[src/rtl/rlbc_pkg.sv]
// ----------------------------------------------------------------------------
// rlbc_pkg
// Shared constants and types of the run-length byte codec: size limits,
// header codes, and the command and status bundles of controller and datapath.
// ----------------------------------------------------------------------------
package rlbc_pkg;

    localparam int MAX_LITERAL = 32;
    localparam int MAX_RUN     = 127;

    localparam int LIT_AW = (MAX_LITERAL > 1) ? $clog2(MAX_LITERAL) : 1;
    localparam int LIT_CW = $clog2(MAX_LITERAL + 1);
    localparam int RUN_W  = 7;

    localparam logic [7:0]       RUN_FLAG      = 8'h80;
    localparam logic [RUN_W-1:0] RUN_START_LEN = RUN_W'(2);
    localparam logic [RUN_W-1:0] REP_ONE       = RUN_W'(1);
    localparam logic [RUN_W-1:0] RUN_LIMIT     = RUN_W'(MAX_RUN);

    typedef enum logic [1:0] {
        PH_HEADER = 2'd0,
        PH_RUN    = 2'd1,
        PH_LIT    = 2'd2
    } t_phase;

    typedef enum logic [2:0] {
        EC_FIRST,
        EC_RUN_GROW,
        EC_RUN_END,
        EC_RUN_START,
        EC_LITERAL
    } t_enc_case;

    typedef enum logic [2:0] {
        OP_NONE,
        OP_LOAD,
        OP_TAKE_FIRST,
        OP_RUN_INC,
        OP_RUN_START,
        OP_APPEND,
        OP_DEC
    } t_op;

    typedef enum logic [2:0] {
        EM_NONE,
        EM_RUN_HDR,
        EM_RUN_DAT,
        EM_FL_HDR,
        EM_FL_DAT,
        EM_DEC
    } t_emit;

    typedef struct packed {
        t_op   op;
        t_emit emit;
        logic  emit_last;
        logic  end_stream;
    } t_cmd;

    typedef struct packed {
        logic      mode;
        t_enc_case enc_case;
        logic      in_run;
        logic      last;
        logic      lit_nonzero;
        logic      lit_full_next;
        logic      fl_last;
        logic      out_space;
        logic      dec_emit;
    } t_stat;

endpackage

[src/rtl/rlbc_if.sv]
// ----------------------------------------------------------------------------
// rlbc_if
// Valid/ready channels of the codec: input byte request and result request.
// ----------------------------------------------------------------------------
interface rlbc_in_if;
    logic       valid;
    logic       ready;
    logic [7:0] in_byte;
    logic       in_last;

    modport source (output valid, output in_byte, output in_last, input ready);
    modport sink   (input valid, input in_byte, input in_last, output ready);
endinterface

interface rlbc_out_if;
    logic       valid;
    logic       ready;
    logic [7:0] out_byte;
    logic [6:0] repeat_res;
    logic       out_last;

    modport source (output valid, output out_byte, output repeat_res, output out_last,
                    input ready);
    modport sink   (input valid, input out_byte, input repeat_res, input out_last,
                    output ready);
endinterface

[src/rtl/rlbc_dpath.sv]
// ----------------------------------------------------------------------------
// rlbc_dpath
// Datapath: stream state, literal buffer memory, decode phase and the
// result output register. Acts on commands from the controller.
// ----------------------------------------------------------------------------
module rlbc_dpath
    import rlbc_pkg::*;
(
    input  logic        i_clk,
    input  logic        i_rst_n,
    input  logic        i_cfg_we,
    input  logic        i_cfg_data,
    input  logic [7:0]  i_in_byte,
    input  logic        i_in_last,
    input  t_cmd        i_cmd,
    output t_stat       o_stat,
    output logic        o_out_valid,
    input  logic        i_out_ready,
    output logic [7:0]  o_out_byte,
    output logic [6:0]  o_repeat_res,
    output logic        o_out_last
);

    logic              r_mode, n_mode;
    logic [7:0]        r_byte, n_byte;
    logic              r_last, n_last;
    logic [7:0]        r_prev, n_prev;
    logic              r_have, n_have;
    logic              r_in_run, n_in_run;
    logic [RUN_W-1:0]  r_run_cnt, n_run_cnt;
    logic [LIT_CW-1:0] r_lit_cnt, n_lit_cnt;
    logic [LIT_CW-1:0] r_idx, n_idx;
    t_phase            r_phase, n_phase;
    logic              r_out_valid, n_out_valid;
    logic [7:0]        r_out_byte, n_out_byte;
    logic [RUN_W-1:0]  r_out_rep, n_out_rep;
    logic              r_out_last, n_out_last;

    logic [7:0]        r_mem [MAX_LITERAL];
    logic [7:0]        r_rd_data;
    logic              rd_en;
    logic [LIT_AW-1:0] rd_addr;
    logic              wr_en;

    logic [LIT_CW-1:0] idx_inc;
    logic              fl_last;
    logic              out_space;
    t_enc_case         enc_case;

    assign idx_inc   = LIT_CW'(r_idx + LIT_CW'(1));
    assign fl_last   = (idx_inc == r_lit_cnt);
    assign out_space = !r_out_valid || i_out_ready;
    assign wr_en     = (i_cmd.op == OP_APPEND);

    always_comb begin
        if (!r_have) begin
            enc_case = EC_FIRST;
        end else if (r_in_run) begin
            enc_case = (r_byte == r_prev && r_run_cnt < RUN_LIMIT) ? EC_RUN_GROW
                                                                   : EC_RUN_END;
        end else if (r_byte == r_prev) begin
            enc_case = EC_RUN_START;
        end else begin
            enc_case = EC_LITERAL;
        end
    end

    always_comb begin
        o_stat.mode          = r_mode;
        o_stat.enc_case      = enc_case;
        o_stat.in_run        = r_in_run;
        o_stat.last          = r_last;
        o_stat.lit_nonzero   = (r_lit_cnt != '0);
        o_stat.lit_full_next = (r_lit_cnt == LIT_CW'(MAX_LITERAL - 1));
        o_stat.fl_last       = fl_last;
        o_stat.out_space     = out_space;
        o_stat.dec_emit      = (r_phase == PH_RUN && r_run_cnt != '0) || (r_phase == PH_LIT);
    end

    always_comb begin
        n_mode      = r_mode;
        n_byte      = r_byte;
        n_last      = r_last;
        n_prev      = r_prev;
        n_have      = r_have;
        n_in_run    = r_in_run;
        n_run_cnt   = r_run_cnt;
        n_lit_cnt   = r_lit_cnt;
        n_idx       = r_idx;
        n_phase     = r_phase;
        n_out_byte  = r_out_byte;
        n_out_rep   = r_out_rep;
        n_out_last  = r_out_last;
        n_out_valid = r_out_valid && !i_out_ready;
        rd_en       = 1'b0;
        rd_addr     = '0;

        case (i_cmd.op)
            OP_LOAD: begin
                n_byte = i_in_byte;
                n_last = i_in_last;
            end
            OP_TAKE_FIRST: begin
                n_prev   = r_byte;
                n_have   = 1'b1;
                n_in_run = 1'b0;
            end
            OP_RUN_INC: begin
                n_run_cnt = RUN_W'(r_run_cnt + REP_ONE);
            end
            OP_RUN_START: begin
                n_in_run  = 1'b1;
                n_run_cnt = RUN_START_LEN;
            end
            OP_APPEND: begin
                n_lit_cnt = LIT_CW'(r_lit_cnt + LIT_CW'(1));
                n_prev    = r_byte;
            end
            OP_DEC: begin
                case (r_phase)
                    PH_RUN: begin
                        n_run_cnt = '0;
                        n_phase   = PH_HEADER;
                    end
                    PH_LIT: begin
                        n_run_cnt = RUN_W'(r_run_cnt - REP_ONE);
                        n_phase   = (r_run_cnt == REP_ONE) ? PH_HEADER : PH_LIT;
                    end
                    default: begin
                        n_run_cnt = r_byte[6:0];
                        if (r_byte[7]) begin
                            n_phase = PH_RUN;
                        end else begin
                            n_phase = (r_byte[6:0] != '0) ? PH_LIT : PH_HEADER;
                        end
                    end
                endcase
                // stream end drops an unfinished block
                if (r_last) begin
                    n_phase   = PH_HEADER;
                    n_run_cnt = '0;
                end
            end
            default: begin
            end
        endcase

        case (i_cmd.emit)
            EM_RUN_HDR: begin
                n_out_byte = RUN_FLAG | {1'b0, r_run_cnt};
                n_out_rep  = REP_ONE;
            end
            EM_RUN_DAT: begin
                n_out_byte = r_prev;
                n_out_rep  = REP_ONE;
                n_prev     = r_byte;
                n_in_run   = 1'b0;
                n_run_cnt  = '0;
            end
            EM_FL_HDR: begin
                n_out_byte = 8'(r_lit_cnt);
                n_out_rep  = REP_ONE;
                n_idx      = '0;
                rd_en      = 1'b1;
                rd_addr    = '0;
            end
            EM_FL_DAT: begin
                n_out_byte = r_rd_data;
                n_out_rep  = REP_ONE;
                n_idx      = idx_inc;
                rd_en      = 1'b1;
                rd_addr    = idx_inc[LIT_AW-1:0];
                if (fl_last) begin
                    n_lit_cnt = '0;
                end
            end
            EM_DEC: begin
                n_out_byte = r_byte;
                n_out_rep  = (r_phase == PH_RUN) ? r_run_cnt : REP_ONE;
            end
            default: begin
            end
        endcase

        if (i_cmd.emit != EM_NONE) begin
            n_out_valid = 1'b1;
            n_out_last  = i_cmd.emit_last;
        end

        if (i_cmd.end_stream) begin
            n_prev    = '0;
            n_have    = 1'b0;
            n_in_run  = 1'b0;
            n_run_cnt = '0;
            n_lit_cnt = '0;
        end

        // a mode write starts a fresh stream
        if (i_cfg_we) begin
            n_mode    = i_cfg_data;
            n_prev    = '0;
            n_have    = 1'b0;
            n_in_run  = 1'b0;
            n_run_cnt = '0;
            n_lit_cnt = '0;
            n_phase   = PH_HEADER;
        end
    end

    always_ff @(posedge i_clk) begin
        if (!i_rst_n) begin
            r_mode      <= 1'b0;
            r_prev      <= '0;
            r_have      <= 1'b0;
            r_in_run    <= 1'b0;
            r_run_cnt   <= '0;
            r_lit_cnt   <= '0;
            r_phase     <= PH_HEADER;
            r_out_valid <= 1'b0;
        end else begin
            r_mode      <= n_mode;
            r_prev      <= n_prev;
            r_have      <= n_have;
            r_in_run    <= n_in_run;
            r_run_cnt   <= n_run_cnt;
            r_lit_cnt   <= n_lit_cnt;
            r_phase     <= n_phase;
            r_out_valid <= n_out_valid;
        end
    end

    always_ff @(posedge i_clk) begin
        r_byte     <= n_byte;
        r_last     <= n_last;
        r_idx      <= n_idx;
        r_out_byte <= n_out_byte;
        r_out_rep  <= n_out_rep;
        r_out_last <= n_out_last;
    end

    always_ff @(posedge i_clk) begin
        if (wr_en) begin
            r_mem[r_lit_cnt[LIT_AW-1:0]] <= r_prev;
        end
    end

    always_ff @(posedge i_clk) begin
        if (rd_en) begin
            r_rd_data <= r_mem[rd_addr];
        end
    end

    assign o_out_valid  = r_out_valid;
    assign o_out_byte   = r_out_byte;
    assign o_repeat_res = r_out_rep;
    assign o_out_last   = r_out_last;

`ifndef ASSERT_OFF
    a_lit_bound: assert property (@(posedge i_clk) disable iff (!i_rst_n)
        r_lit_cnt <= LIT_CW'(MAX_LITERAL))
        else $error("literal count beyond buffer size");

    a_run_len: assert property (@(posedge i_clk) disable iff (!i_rst_n)
        r_in_run |-> (r_run_cnt >= RUN_START_LEN))
        else $error("open run shorter than two bytes");

    a_flush_idx: assert property (@(posedge i_clk) disable iff (!i_rst_n)
        (i_cmd.emit == EM_FL_DAT) |-> (r_idx < r_lit_cnt))
        else $error("literal read past buffered bytes");
`endif

endmodule

[src/rtl/rlbc_ctrl.sv]
// ----------------------------------------------------------------------------
// rlbc_ctrl
// Controller: sequences one input byte through encode or decode and steps
// the run and literal-flush emissions into the output register.
// ----------------------------------------------------------------------------
module rlbc_ctrl
    import rlbc_pkg::*;
(
    input  logic  i_clk,
    input  logic  i_rst_n,
    input  logic  i_in_valid,
    output logic  o_in_ready,
    input  t_stat i_stat,
    output t_cmd  o_cmd
);

    typedef enum logic [2:0] {
        S_IDLE,
        S_EVAL,
        S_RUN_HDR,
        S_RUN_DAT,
        S_FL_HDR,
        S_FL_DAT,
        S_LAST,
        S_DEC
    } t_state;

    t_state r_state, n_state;
    logic   r_tail, n_tail;
    logic   more;

    // stream end still owes a run or flush after the current sequence
    assign more       = i_stat.last && !r_tail;
    assign o_in_ready = (r_state == S_IDLE);

    always_comb begin
        n_state          = r_state;
        n_tail           = r_tail;
        o_cmd.op         = OP_NONE;
        o_cmd.emit       = EM_NONE;
        o_cmd.emit_last  = 1'b0;
        o_cmd.end_stream = 1'b0;

        case (r_state)
            S_IDLE: begin
                if (i_in_valid) begin
                    o_cmd.op = OP_LOAD;
                    n_tail   = 1'b0;
                    n_state  = i_stat.mode ? S_DEC : S_EVAL;
                end
            end
            S_EVAL: begin
                case (i_stat.enc_case)
                    EC_FIRST: begin
                        o_cmd.op = OP_TAKE_FIRST;
                        n_state  = S_LAST;
                    end
                    EC_RUN_GROW: begin
                        o_cmd.op = OP_RUN_INC;
                        n_state  = S_LAST;
                    end
                    EC_RUN_END: begin
                        n_state = S_RUN_HDR;
                    end
                    EC_RUN_START: begin
                        o_cmd.op = OP_RUN_START;
                        n_state  = i_stat.lit_nonzero ? S_FL_HDR : S_LAST;
                    end
                    EC_LITERAL: begin
                        o_cmd.op = OP_APPEND;
                        n_state  = i_stat.lit_full_next ? S_FL_HDR : S_LAST;
                    end
                    default: begin
                        n_state = S_LAST;
                    end
                endcase
            end
            S_RUN_HDR: begin
                if (i_stat.out_space) begin
                    o_cmd.emit = EM_RUN_HDR;
                    n_state    = S_RUN_DAT;
                end
            end
            S_RUN_DAT: begin
                if (i_stat.out_space) begin
                    o_cmd.emit      = EM_RUN_DAT;
                    o_cmd.emit_last = !more;
                    if (r_tail) begin
                        o_cmd.end_stream = 1'b1;
                        n_state          = S_IDLE;
                    end else begin
                        n_state = S_LAST;
                    end
                end
            end
            S_FL_HDR: begin
                if (i_stat.out_space) begin
                    o_cmd.emit = EM_FL_HDR;
                    n_state    = S_FL_DAT;
                end
            end
            S_FL_DAT: begin
                if (i_stat.out_space) begin
                    o_cmd.emit      = EM_FL_DAT;
                    o_cmd.emit_last = i_stat.fl_last && !more;
                    if (i_stat.fl_last) begin
                        if (r_tail) begin
                            o_cmd.end_stream = 1'b1;
                            n_state          = S_IDLE;
                        end else begin
                            n_state = S_LAST;
                        end
                    end
                end
            end
            S_LAST: begin
                if (!i_stat.last) begin
                    n_state = S_IDLE;
                end else begin
                    n_tail = 1'b1;
                    if (i_stat.in_run) begin
                        n_state = S_RUN_HDR;
                    end else begin
                        // pending byte joins the buffer, then everything flushes
                        o_cmd.op = OP_APPEND;
                        n_state  = S_FL_HDR;
                    end
                end
            end
            S_DEC: begin
                if (!i_stat.dec_emit || i_stat.out_space) begin
                    o_cmd.op = OP_DEC;
                    if (i_stat.dec_emit) begin
                        o_cmd.emit      = EM_DEC;
                        o_cmd.emit_last = 1'b1;
                    end
                    n_state = S_IDLE;
                end
            end
            default: begin
                n_state = S_IDLE;
            end
        endcase
    end

    always_ff @(posedge i_clk) begin
        if (!i_rst_n) begin
            r_state <= S_IDLE;
            r_tail  <= 1'b0;
        end else begin
            r_state <= n_state;
            r_tail  <= n_tail;
        end
    end

`ifndef ASSERT_OFF
    a_tail_last: assert property (@(posedge i_clk) disable iff (!i_rst_n)
        r_tail && (r_state != S_IDLE) |-> i_stat.last)
        else $error("stream-end sequence without final byte");

    a_emit_space: assert property (@(posedge i_clk) disable iff (!i_rst_n)
        (o_cmd.emit != EM_NONE) |-> i_stat.out_space)
        else $error("result issued into an occupied output register");

    a_dec_mode: assert property (@(posedge i_clk) disable iff (!i_rst_n)
        (r_state == S_DEC) |-> i_stat.mode)
        else $error("decode step while in encode mode");
`endif

endmodule

[src/rtl/run_length_byte_codec.sv]
// ----------------------------------------------------------------------------
// run_length_byte_codec
// Byte-stream run-length codec with packed header bytes (bit 7 = run).
// Usage: write the mode register (0 encode, 1 decode) while idle; each write
// starts a new stream. Bytes enter on i_in with valid/ready, in_last closing
// the stream. Results leave on o_out, one request per packed or decoded byte;
// out_last marks the final result caused by an input byte.
// Steps: an encode byte passes through the evaluate and end-check states
// before the next byte can be taken; a run adds a header and a byte step, a
// literal flush adds a header step and one step per buffered byte, read one
// per cycle from the literal buffer while the output register has space.
// A decode byte takes a single decode step. The first result of a byte is
// registered from the decode state, or in encode from a header state.
// The output register lets the next byte be accepted while the last result
// still waits; when the receiver stalls, the sequence holds until the
// register drains. Synchronous reset clears mode to encode and all stream
// state; the literal buffer itself is not cleared.
// ----------------------------------------------------------------------------
module run_length_byte_codec
    import rlbc_pkg::*;
(
    input  logic      i_clk,
    input  logic      i_rst_n,
    input  logic      i_cfg_we,
    input  logic      i_cfg_data,
    rlbc_in_if.sink   i_in,
    rlbc_out_if.source o_out
);

    t_cmd  cmd;
    t_stat stat;

    rlbc_ctrl u_ctrl (
        .i_clk      (i_clk),
        .i_rst_n    (i_rst_n),
        .i_in_valid (i_in.valid),
        .o_in_ready (i_in.ready),
        .i_stat     (stat),
        .o_cmd      (cmd)
    );

    rlbc_dpath u_dpath (
        .i_clk        (i_clk),
        .i_rst_n      (i_rst_n),
        .i_cfg_we     (i_cfg_we),
        .i_cfg_data   (i_cfg_data),
        .i_in_byte    (i_in.in_byte),
        .i_in_last    (i_in.in_last),
        .i_cmd        (cmd),
        .o_stat       (stat),
        .o_out_valid  (o_out.valid),
        .i_out_ready  (o_out.ready),
        .o_out_byte   (o_out.out_byte),
        .o_repeat_res (o_out.repeat_res),
        .o_out_last   (o_out.out_last)
    );

endmodule

[src/flat_wrapper.sv]
// flat-port wrapper written by rule: the top's interface ports become plain ports
module run_length_byte_codec_flat import rlbc_pkg::*;
  (i_clk, i_rst_n, i_cfg_we, i_cfg_data, i_in_valid, i_in_in_byte, i_in_in_last, i_in_ready, o_out_valid, o_out_out_byte, o_out_repeat_res, o_out_out_last, o_out_ready);
  rlbc_in_if i_in_i ();
  rlbc_out_if o_out_i ();
  input  logic i_clk;
  input  logic i_rst_n;
  input  logic i_cfg_we;
  input  logic i_cfg_data;
  input wire logic [$bits(i_in_i.valid)-1:0] i_in_valid;
  input wire logic [$bits(i_in_i.in_byte)-1:0] i_in_in_byte;
  input wire logic [$bits(i_in_i.in_last)-1:0] i_in_in_last;
  output wire logic [$bits(i_in_i.ready)-1:0] i_in_ready;
  output wire logic [$bits(o_out_i.valid)-1:0] o_out_valid;
  output wire logic [$bits(o_out_i.out_byte)-1:0] o_out_out_byte;
  output wire logic [$bits(o_out_i.repeat_res)-1:0] o_out_repeat_res;
  output wire logic [$bits(o_out_i.out_last)-1:0] o_out_out_last;
  input wire logic [$bits(o_out_i.ready)-1:0] o_out_ready;
  assign i_in_i.valid = i_in_valid;
  assign i_in_i.in_byte = i_in_in_byte;
  assign i_in_i.in_last = i_in_in_last;
  assign i_in_ready = i_in_i.ready;
  assign o_out_valid = o_out_i.valid;
  assign o_out_out_byte = o_out_i.out_byte;
  assign o_out_repeat_res = o_out_i.repeat_res;
  assign o_out_out_last = o_out_i.out_last;
  assign o_out_i.ready = o_out_ready;
  run_length_byte_codec u_core (.i_clk(i_clk), .i_rst_n(i_rst_n), .i_cfg_we(i_cfg_we), .i_cfg_data(i_cfg_data), .i_in(i_in_i), .o_out(o_out_i));
endmodule
[config.mk]
export PLATFORM = sky130hd
export DESIGN_NAME = run_length_byte_codec_flat
export DESIGN_NICKNAME = d
export VERILOG_FILES = /design/src/rtl/rlbc_pkg.sv /design/src/rtl/rlbc_if.sv /design/src/rtl/rlbc_dpath.sv /design/src/rtl/rlbc_ctrl.sv /design/src/rtl/run_length_byte_codec.sv /design/src/flat_wrapper.sv
export SDC_FILE = /design/constraint.sdc
export NUM_CORES = 1
export LEC_CHECK = 0
export BUFFER_PORTS_ARGS = -buffer_cell sky130_fd_sc_hd__buf_2
export CORE_MARGIN = 10
export CORE_UTILIZATION = 47
export CTS_BUF_LIST = sky130_fd_sc_hd__clkbuf_8
export CTS_CLUSTER_SIZE = 8
export DETAILED_ROUTE_END_ITERATION = 16
export PLACE_DENSITY = 0.73
export SYNTH_ARGS = -nofsm -noshare
export SYNTH_HDL_FRONTEND = slang
export SYNTH_SLANG_ARGS = --single-unit
[constraint.sdc]
create_clock -name i_clk -period 8.3 [get_ports i_clk]
set_clock_uncertainty 0.05 [all_clocks]
set_input_delay 1.66 -clock i_clk [delete_from_list [all_inputs] [get_ports i_clk]]
set_output_delay 1.66 -clock i_clk [all_outputs]
set_load 0.02 [all_outputs]
# Word-level counts from Yosys, hierarchy flattened

Memory sizes are Yosys's and may differ from the RTL's. A register that Yosys moved wholly into a read port is not among the register bits.
Index checks and enable logic that the tools add are counted.

Flip-flop bits (word level): 62
RAM bits: 256
Input bits: 15
Output and inout port bits: 18
Logic and storage cells: 154
Memories kept: 1

Add/sub/neg operators: 4
$lt $le $gt $ge: 1
Eq/ne operators: 36
Muxes and demuxes: 61
Bitwise logic cells: 1
Reductions and logical operators: 34

Memory list:

| memory               | depth | bits a word | read ports | clocked after memory_dff | wr ports | RTL line         | RTL |
|---|---|---|---|---|---|---|---|
| u_core.u_dpath.r_mem | 32    | 8           | 1          | 1                        | 1        | rlbc_dpath.sv:39 | `logic [7:0] r_mem [MAX_LITERAL];` |

Operator list:

| kind                | count |
|---|---|
| $mux 3              | 16 |
| $pmux 8 s5          | 1 |
| $eq 3x3->1 const B  | 10 |
| $pmux 7 s2          | 2 |
| $eq 3x2->1 const B  | 8 |
| $pmux 3 s4          | 2 |
| $pmux 3 s8          | 1 |
| $mux 7              | 3 |
| $pmux 7 s3          | 1 |
| $mux 6              | 3 |
| $mux 2              | 8 |
| $mux 8              | 2 |
| $ne 2x2->1 const B  | 8 |
| $pmux 3 s5          | 1 |
| $reduce_bool 7->1   | 2 |
| $add 6x1->6 const B | 2 |
| $eq 3x1->1 const B  | 4 |
| $pmux 6 s2          | 1 |
| $mux 1              | 10 |
| $mux 5              | 2 |
| $reduce_bool 2->1   | 5 |
| $pmux 3 s3          | 1 |
| $eq 8x8->1          | 1 |
| $mux 4              | 2 |
| 24 further kinds    | 41 |

# Depth between registers and ports, before layout

Gate-level depths: netlist (run 1).

Depth after elaboration: 12
Depth in mapped cells: 11
Depth with buffers taken out: 8

# By module

Synthesis (run 1) repeated with hierarchy kept, for this count alone.

Cells, all modules: 1127
Area, all modules: 14571.5 sq um

By module, submodules not included:

| module     | times used | cells an instance | area each (sq um) |
|---|---|---|---|
| rlbc_dpath | 1          | 1028              | 13887.1 |
| rlbc_ctrl  | 1          | 99                | 684.4 |

# Worst setup path after synthesis (run 1)

Ideal clock, no wire load.

Path type: input-to-reg
Start point: input o_out_ready
End point: register u_core.u_dpath.r_rd_data[4], read port of u_core.u_dpath.r_mem, data pin
Library setup time: 273 ps
Arrival: 3199 ps
Data required time: 7977 ps
Setup slack: 4778 ps
Stages on the path: 8
Path buffers: 2
Path through: nand2b_1 buf_2 nand4_4 buf_6 mux4_2 and2_1 a2111oi_2 o211ai_1

Longest elaborated chain between the ends: 7
Elaborated cells between the ends (all ways): 13

Ends and longest elaborated chain:

| element                                         | RTL line           | RTL |
|---|---|---|
| start, declared                                 | flat_wrapper.sv:18 | `input wire logic [$bits(o_out_i.ready)-1:0] o_out_ready;` |
| $logic_or 1x1->1 (*)                            | rlbc_dpath.sv:52   | `assign out_space = !r_out_valid \|\| i_out_ready;` |
| $logic_or 1x1->1                                | rlbc_ctrl.sv:131   | `if (!i_stat.dec_emit \|\| i_stat.out_space) begin` |
| $mux 7                                          | rlbc_ctrl.sv:131   |  |
| $pmux 3 s5 (*)                                  | rlbc_ctrl.sv:44    | `case (r_state)` |
| $eq 3x3->1 / $eq 3x2->1 (equally long branches) | rlbc_dpath.sv:148  | `case (i_cmd.emit)` |
| $reduce_or 2->1 (no line)                       | -                  |  |
| $mux 1                                          | rlbc_dpath.sv:148  |  |
| end, declared                                   | rlbc_dpath.sv:40   | `logic [7:0] r_rd_data;` |

Every way passes the cells marked *; elsewhere a longest branch is shown, timed or not.
A chain may end at the register's enable or synchronous reset.

# Worst setup path in the final report (run 1)

Start point: input o_out_ready
End point: register u_core.u_dpath.r_rd_data[2], read port of u_core.u_dpath.r_mem, data pin

The elaborated chain is that of the path after synthesis.

==> results of run 1 <==
-- cell type report --
type / instances / area [µm²]
well taps: 396 / 495.5
fillers: 2598 / 14670
multi-input cells: 674 / 4541
repair buffers: 47 / 272.8
flip-flops and latches: 326 / 9484
inverters: 22 / 82.58
clock inverters: 34 / 166.4
clock buffers: 52 / 715.7
-- cell families (layout without fill, tap and decap cells) --
group	Yosys count	in the layout
buffers and inverters	94	155
AOI/OAI and AO/OA	229	229
and+or+nand+nor	362	362
muxes	45	45
xor gates and xnor gates	28	28
adders and majority gates	10	10
DFF	326	326
-- worst max-delay path: stages --
cell and delay [ps]:
sky130_fd_sc_hd__buf_2 100, sky130_fd_sc_hd__nand2b_1 610, sky130_fd_sc_hd__nand4_2 760, sky130_fd_sc_hd__inv_2 750, sky130_fd_sc_hd__mux4_2 390, sky130_fd_sc_hd__and2_1 160
sky130_fd_sc_hd__a2111oi_0 410, sky130_fd_sc_hd__o211ai_1 190
-- stage by stage --
| stage | area (µm²) | instances | util, % | setup WS, ps |
|---|---|---|---|---|
| 2_1_floorplan | 14420 | 1094 | - | 4778 |
| 6_report | 15760 | 1551 | 51.78 | 3532 |
| 5_1_grt | 15760 | 1551 | 51.78 | 3293 |
| 3_3_place_gp | 14880 | 1465 | 48.89 | 3103 |
| 4_1_cts | 15760 | 1551 | 51.78 | 3634 |
| 3_5_place_dp | 14880 | 1465 | 48.89 | 3009 |
-- how the worst max path moves through the flow --
stage                             start                           to  slack [ps]  depth (start not counted)
6_report                    o_out_ready  u_core.u_dpath.r_rd_data[2]        3530                          8
5_1_grt                     o_out_ready  u_core.u_dpath.r_rd_data[2]        3290                          8
2_1_floorplan               o_out_ready  u_core.u_dpath.r_rd_data[4]        4780                          8
3_3_place_gp                o_out_ready  u_core.u_dpath.r_rd_data[2]        3100                          8
3_5_place_dp                o_out_ready  u_core.u_dpath.r_rd_data[2]        3010                          8
4_1_cts        u_core.u_dpath.r_prev[4]  u_core.u_dpath.r_mem[14][3]        3630                          6
-- power by group --
| part | switching (mW) | total, mW | internal (mW) |
|---|---|---|---|
| registers | 0.0978 | 2.01 | 1.91 |
| clock network | 0.619 | 1.20 | 0.583 |
| logic | 0.507 | 0.739 | 0.232 |
-- Yosys cell counts, drive strengths merged, types with 10 or more instances --
cell type  instances
a211oi            17
a21oi             39
a31oi             21
and3              10
buf               28
clkbuf            44
dfxtp             31
edfxtp           295
ha                10
inv               21
mux2i             27
mux4              14
nand2             81
nand2b            16
nand3             46
nand4             17
nor2             102
nor2b             18
nor3              24
o21ai             26
o221ai            14
or2               10
xnor2             18
-- routing by layer --
| layer | global-route usage, % | share of wire (%) | vias up |
|---|---|---|---|
| met5 | 0 | 0 | - |
| met4 | 6.278 | 3.0 | 0 |
| met3 | 5.293 | 9.5 | 96 |
| met2 | 31.04 | 47 | 524 |
| met1 | 24.79 | 40 | 4776 |
| li1 | - | - | 4301 |
-- layout by cell type (no fill, tap or decap), drive strengths merged, types with 9 or more instances in the layout --
cell / n
o221ai: 14
and3: 10
xor2: 9
nor3: 24
inv: 41
nand2b: 16
nor2: 102
or2: 10
mux4: 14
o21ai: 26
clkbuf: 52
a21oi: 39
mux2i: 27
a31oi: 21
buf: 47
nand3: 46
ha: 10
nor2b: 18
a211oi: 17
xnor2: 18
edfxtp: 295
nand2: 81
dfxtp: 31
clkinv: 15
nand4: 17
-- registers in the layout (all words and copies together) (netlist names), 3 cells and up --
| register | cells |
|---|---|
| u_core.u_dpath.r_lit_cnt | 6 |
| u_core.u_dpath.r_rd_data | 8 |
| u_core.u_ctrl.r_state | 3 |
| u_core.u_dpath.o_repeat_res | 7 |
| u_core.u_dpath.r_byte | 8 |
| u_core.u_dpath.o_out_byte | 8 |
| u_core.u_dpath.r_idx | 6 |
| u_core.u_dpath.r_prev | 8 |
| u_core.u_dpath.r_mem | 256 |
| u_core.u_dpath.r_run_cnt | 7 |
==> metrics, run 1 <==
Seq cells post-synth 326; proportion of layout cells with a drive suffix above 1 a little over an eighth; Skew-Pair Late Insertion Delay 620 ps; cell types occupying the most area after synthesis sky130_fd_sc_hd__edfxtp_1 (61%), sky130_fd_sc_hd__dfxtp_1 (4.3%), sky130_fd_sc_hd__nor2_1 (2.6%), sky130_fd_sc_hd__nand2_1 (2.1%), sky130_fd_sc_hd__mux4_2 (2.0%); Worst IR Drop VDD between 0.15 and 0.2 mV; arrival time of data at the critical path endpoint slightly above 5000 ps; number of buffers added to fix hold violations after cts 0; Crit Reg-Reg Endpoint u_core.u_dpath.r_mem[14][0]; Post-Route Hold Slack 432.2 ps; wire length of the first global-routing pass 57750 µm; Core Rows 64; WL per Instance 24.33 µm; hold_sp u_core.u_dpath.r_phase[1]; Final Wtd Congestion 0.9448; Synth cell types 82; Via-to-Cell Ratio 6.252; min cycle time layout 4768 ps; fraction of synthesized cell area in xor and xnor cells 1.857%; peak clock frequency supported by timing 209.7 MHz; required arrival time at the worst endpoint 8580 ps; largest net degree at the start of global routing 80; share of synthesized registers carrying an async set or reset 0%; post-CTS resize count 0; cell at the root of the clock tree sky130_fd_sc_hd__clkbuf_8; Max-Slew Margin vs Limit 15.54%; number of inserted diodes 0; Synth Area in Adders 0.8678%; gr usage total about a fifth; result of the run completed; mean post-synth cell area ~13 µm²; number of warnings printed during yosys synthesis 0; detailed-placement wirelength estimate 24430 µm; core footprint 30430 µm²; Routed Antenna Nets 0; number of H-tree levels 2; number of hold violations in the final report 0; kind of launch point of the worst setup path primary input; synthesized-area fraction occupied by and/or/nand/nor cells 12.54%; Worst-path clk slew 60 ps; top-level port count 33; critical path peak fanout 27; Pwr Density roughly 250 nW/µm²; final setup violating endpoints 0; clk sinks between 300 and 400; CTS tree done; Post-Syn Instances 1094; sequential cell area fraction in the yosys report 65.74%; area leader, netlist sky130_fd_sc_hd__edfxtp_1; number of synthesized flops with an enable pin between 200 and 300; area growth from synthesis to layout 9.285%; Reg2Reg Launch Point u_core.u_dpath.r_prev[3]; prevailing post-synth register cell sky130_fd_sc_hd__edfxtp_1; share of the synthesized area in the top cell type 61.44%; DRC errors left 0; post-synth design cell area roughly 14000 µm²; compound-cell area share of the yosys netlist 11.77%; overall routed net length 37730 µm; register-to-register setup slack ~3600 ps; Mapped Nets 1119; max-slew violation total from the final report 0; die width 195.2 µm; I/O Buffers 32; final clock period utilization by the worst path about 57%; worst-margin pin slew 1257 ps; first-pass detailed-route iteration total 6; DR vias roughly 9700; number of global-route vias before repair slightly below 10000; number of buffers created by CTS 52; clock tree buffer depth 3; Post-CTS Setup Repair Bufs 0; combinational family with the most area after synthesis simple AND/OR/NAND/NOR gates; max-cap violation count 0; RSZ-0062 raised after global routing no; multiplexer share of the synthesized area 4.400%; overall die area 38080 µm²; total gr overflow 0; type of destination of the critical path flip-flop; y dimension of the die 195.2 µm; worst setup path class primary input to flip-flop; initial DRC count 1167; worst-case hold path end point u_core.u_dpath.r_phase[1]; nets@finish approximately 1100; path type of the worst min-delay path flip-flop to flip-flop; total power draw slightly below 4 mW; worst hold stages 2; worst reg2reg path depth 6; antenna violations before repair 0; initial cell density of the core 47.38%; leakage power approximately 5.6 nW; final setup TNS 0 ps
No activity file was read; power rests on OpenSTA's default activity.
==> run 2, diff against run 1 <==
Settings changed: PLACE_DENSITY 0.73 to 0.75.
Clock period 8.3 ns to 4.1 ns, I/O delays scaled along.
==> run 2 against run 1 <==
Net effect:
- utilization is 0.61 points higher
- non-clock buffer count is 24 higher
- cell count is 1.5% higher
==> metrics, run 2 (synthesis results as in run 1) <==
die width 195.2 µm (unchanged); Max-Slew Margin vs Limit 14.69% (-0.85 points); required arrival time at the worst endpoint 4380 ps (-4200 ps); initial cell density of the core 47.38% (unchanged); Worst IR Drop VDD 0.3551 mV (+100%); number of buffer and inverter instances along the worst setup path 1 (-1); cell at the root of the clock tree sky130_fd_sc_hd__clkbuf_8; CTS tree done; antenna violations before repair 0 (unchanged); total gr overflow 0 (unchanged); final setup TNS 0 ps (unchanged); max-slew violation total from the final report 0 (unchanged); worst-margin pin slew 1271 ps (+13.83 ps); final setup violating endpoints 0 (unchanged); final clock period utilization by the worst path 88.54%; number of buffers added to fix hold violations after cts 0 (unchanged); min cycle time layout 3630 ps; y dimension of the die 195.2 µm (unchanged); arrival time of data at the critical path endpoint 3910 ps (-1140 ps); number of inserted diodes 0 (unchanged); RSZ-0062 raised after global routing no; commonest cells after routing, fill and taps aside sky130_fd_sc_hd__edfxtp_1 (295), sky130_fd_sc_hd__nor2_1 (101), sky130_fd_sc_hd__nand2_1 (81); Worst-path clk slew 60 ps (about the same); Routed Antenna Nets 0 (unchanged); part of the total power dissipated in sequential elements 49.6% (-1.3 points); proportion of layout cells with a drive suffix above 1 15.11% (+1.4 points); peak clock frequency supported by timing 275.5 MHz; clock tree buffer depth 3 (unchanged); core footprint 30430 µm² (unchanged); result of the run completed; detailed-placement wirelength estimate 23950 µm (-2.0%); critical path peak fanout 88 (+230%); type of destination of the critical path flip-flop; Skew-Pair Late Insertion Delay 600 ps (-20 ps); number of hold violations in the final report 0 (unchanged); wire length of the first global-routing pass 57030 µm (-1.3%); Post-CTS Setup Repair Bufs 0 (unchanged); I/O Buffers 32 (unchanged); number of H-tree levels 2 (unchanged); combinational share of power 20.0% (+1.3 points); first-pass detailed-route iteration total 6 (unchanged); Final Wtd Congestion 0.9085 (-3.8%); gr usage total 18.93% (-0.36 points); top-level port count 33 (unchanged); leakage power 5.673 nW (+2.1%); clk sinks 326 (unchanged); category of cells accounting for the largest share of critical-path delay compound AO/OA/AOI/OAI gates; Critical Path Slowest Stage Cell sky130_fd_sc_hd__buf_4; initial DRC count 1140 (-2.3%); worst setup path class flip-flop to flip-flop; max-cap violation count 0 (unchanged); number of global-route vias before repair 9503 (-2.1%); DRC errors left 0 (unchanged); crit-path cells buf_4, and3_1, xnor2_1, a31oi_1, a211oi_1, a2111oi_0, o211ai_1; area growth from synthesis to layout 10.58%; Switching Fraction 30.53% (-0.42 points); overall routed net length 36940 µm (-2.1%); net switching component of the power 2.458 mW (+100%); number of buffers created by CTS 52 (unchanged); most common cell after layout, fill and taps aside sky130_fd_sc_hd__edfxtp_1; nets@finish 1172 (+2.1%); flip-flop count of the largest register, all copies and words added 256 (unchanged); kind of launch point of the worst setup path flip-flop; WL per Instance 23.47 µm (-3.5%); Via-to-Cell Ratio 6.178 (-1.2%); path type of the worst min-delay path primary input to flip-flop; stage delay of the slowest cell on the critical path 830 ps (+70 ps); DR vias 9724 (+0.28%); overall die area 38080 µm² (unchanged); post-CTS resize count 0 (unchanged); Pwr Density 505.0 nW/µm² (+100%); Core Rows 64 (unchanged); relative contribution of the clock network to total power 30.4% (about the same); largest net degree at the start of global routing 89 (+11%); share of the core filled with cells 52.40% (+0.61 points); internal cell power 5.593 mW (+100%)
-- run 2: changes by cell type in the layout (fill, tap and decap cells not counted) --
cell	change
sky130_fd_sc_hd__clkinv_1	+3
sky130_fd_sc_hd__dfxtp_2	-4
sky130_fd_sc_hd__buf_12	+1
sky130_fd_sc_hd__inv_6	-1
sky130_fd_sc_hd__buf_4	+23
sky130_fd_sc_hd__clkbuf_8	+2
sky130_fd_sc_hd__dfxtp_1	+4
sky130_fd_sc_hd__nor2b_1	+1
sky130_fd_sc_hd__inv_8	+2
sky130_fd_sc_hd__nor2b_2	-1
sky130_fd_sc_hd__clkinv_8	-2
sky130_fd_sc_hd__inv_1	-5
-- run 2: metrics by stage --
| step | instance area [µm²] | worst slack (ps) | power (mW) | hold WS [ps] | std cells |
|---|---|---|---|---|---|
| floorplan | 14420 | 1240 | 5.115 | 403.0 | 1094 |
| global placement | 15060 | 559.5 | 5.624 | 413.6 | 1489 |
| detailed placement | 15060 | 430.5 | 5.655 | 431.4 | 1489 |
| CTS | 15940 | 422.1 | 8.080 | 330.4 | 1574 |
| global route | 15940 | 112.7 | 8.385 | 333.0 | 1574 |
| finish | 15940 | 470.0 | 8.051 | 358.5 | 1574 |
-- run 2: final cells by class --
type                            instances  area (µm²)
Sequential cell                       326        9479
Fill cell                            2544       14490
Multi-Input combinational cell        674        4538
Clock buffer                           54       743.2
Inverter                               22       82.58
Tap cell                              396       495.5
Timing Repair Buffer                   71       465.4
Clock inverter                         31       140.1
-- run 2: worst register-to-register path: stages, from the launching register on --
cell                        delay [ps]
sky130_fd_sc_hd__edfxtp_1          370
sky130_fd_sc_hd__buf_4             830
sky130_fd_sc_hd__and3_1            470
sky130_fd_sc_hd__xnor2_1           200
sky130_fd_sc_hd__a31oi_1           630
sky130_fd_sc_hd__a211oi_1           90
sky130_fd_sc_hd__a2111oi_0         540
sky130_fd_sc_hd__o211ai_1          160
-- run 2: power groups by stage --
| stage | Clock (mW) | Sequential, mW | Combinational (mW) |
|---|---|---|---|
| after floorplan | 0 | 4.12 | 0.994 |
| after global placement | 0 | 4.06 | 1.57 |
| after CTS | 2.49 | 3.99 | 1.60 |
| after global routing | 2.63 | 4.01 | 1.74 |
| final | 2.45 | 4.00 | 1.61 |
| after detailed placement | 0 | 4.06 | 1.59 |
-- run 2: metal layers --
metal / part of all wire, % / up-vias / wire length [µm] / global-route usage [%]
met3: 9.6 / 117 / 3531 / 4.419
met5: 0 / - / 0 / 0
met1: 40 / 4761 / 14930 / 25.08
met2: 47 / 503 / 17190 / 29.99
li1: - / 4343 / - / -
met4: 3.5 / 0 / 1293 / 6.561
-- run 2: worst paths after layout --
| path | start | depth (start not counted) | endpoint | slack [ps] |
|---|---|---|---|---|
| worst max-delay path | u_core.u_dpath.r_idx[0] | 7 | u_core.u_dpath.r_rd_data[3] | 470 |
| worst min-delay path | i_in_in_byte[7] | 1 | u_core.u_dpath.r_byte[7] | 360 |
| worst max register to register | u_core.u_dpath.r_idx[0] | 7 | u_core.u_dpath.r_rd_data[3] | 470 |
| worst min register to register | u_core.u_dpath.r_phase[1] | 2 | u_core.u_dpath.r_phase[1] | 440 |
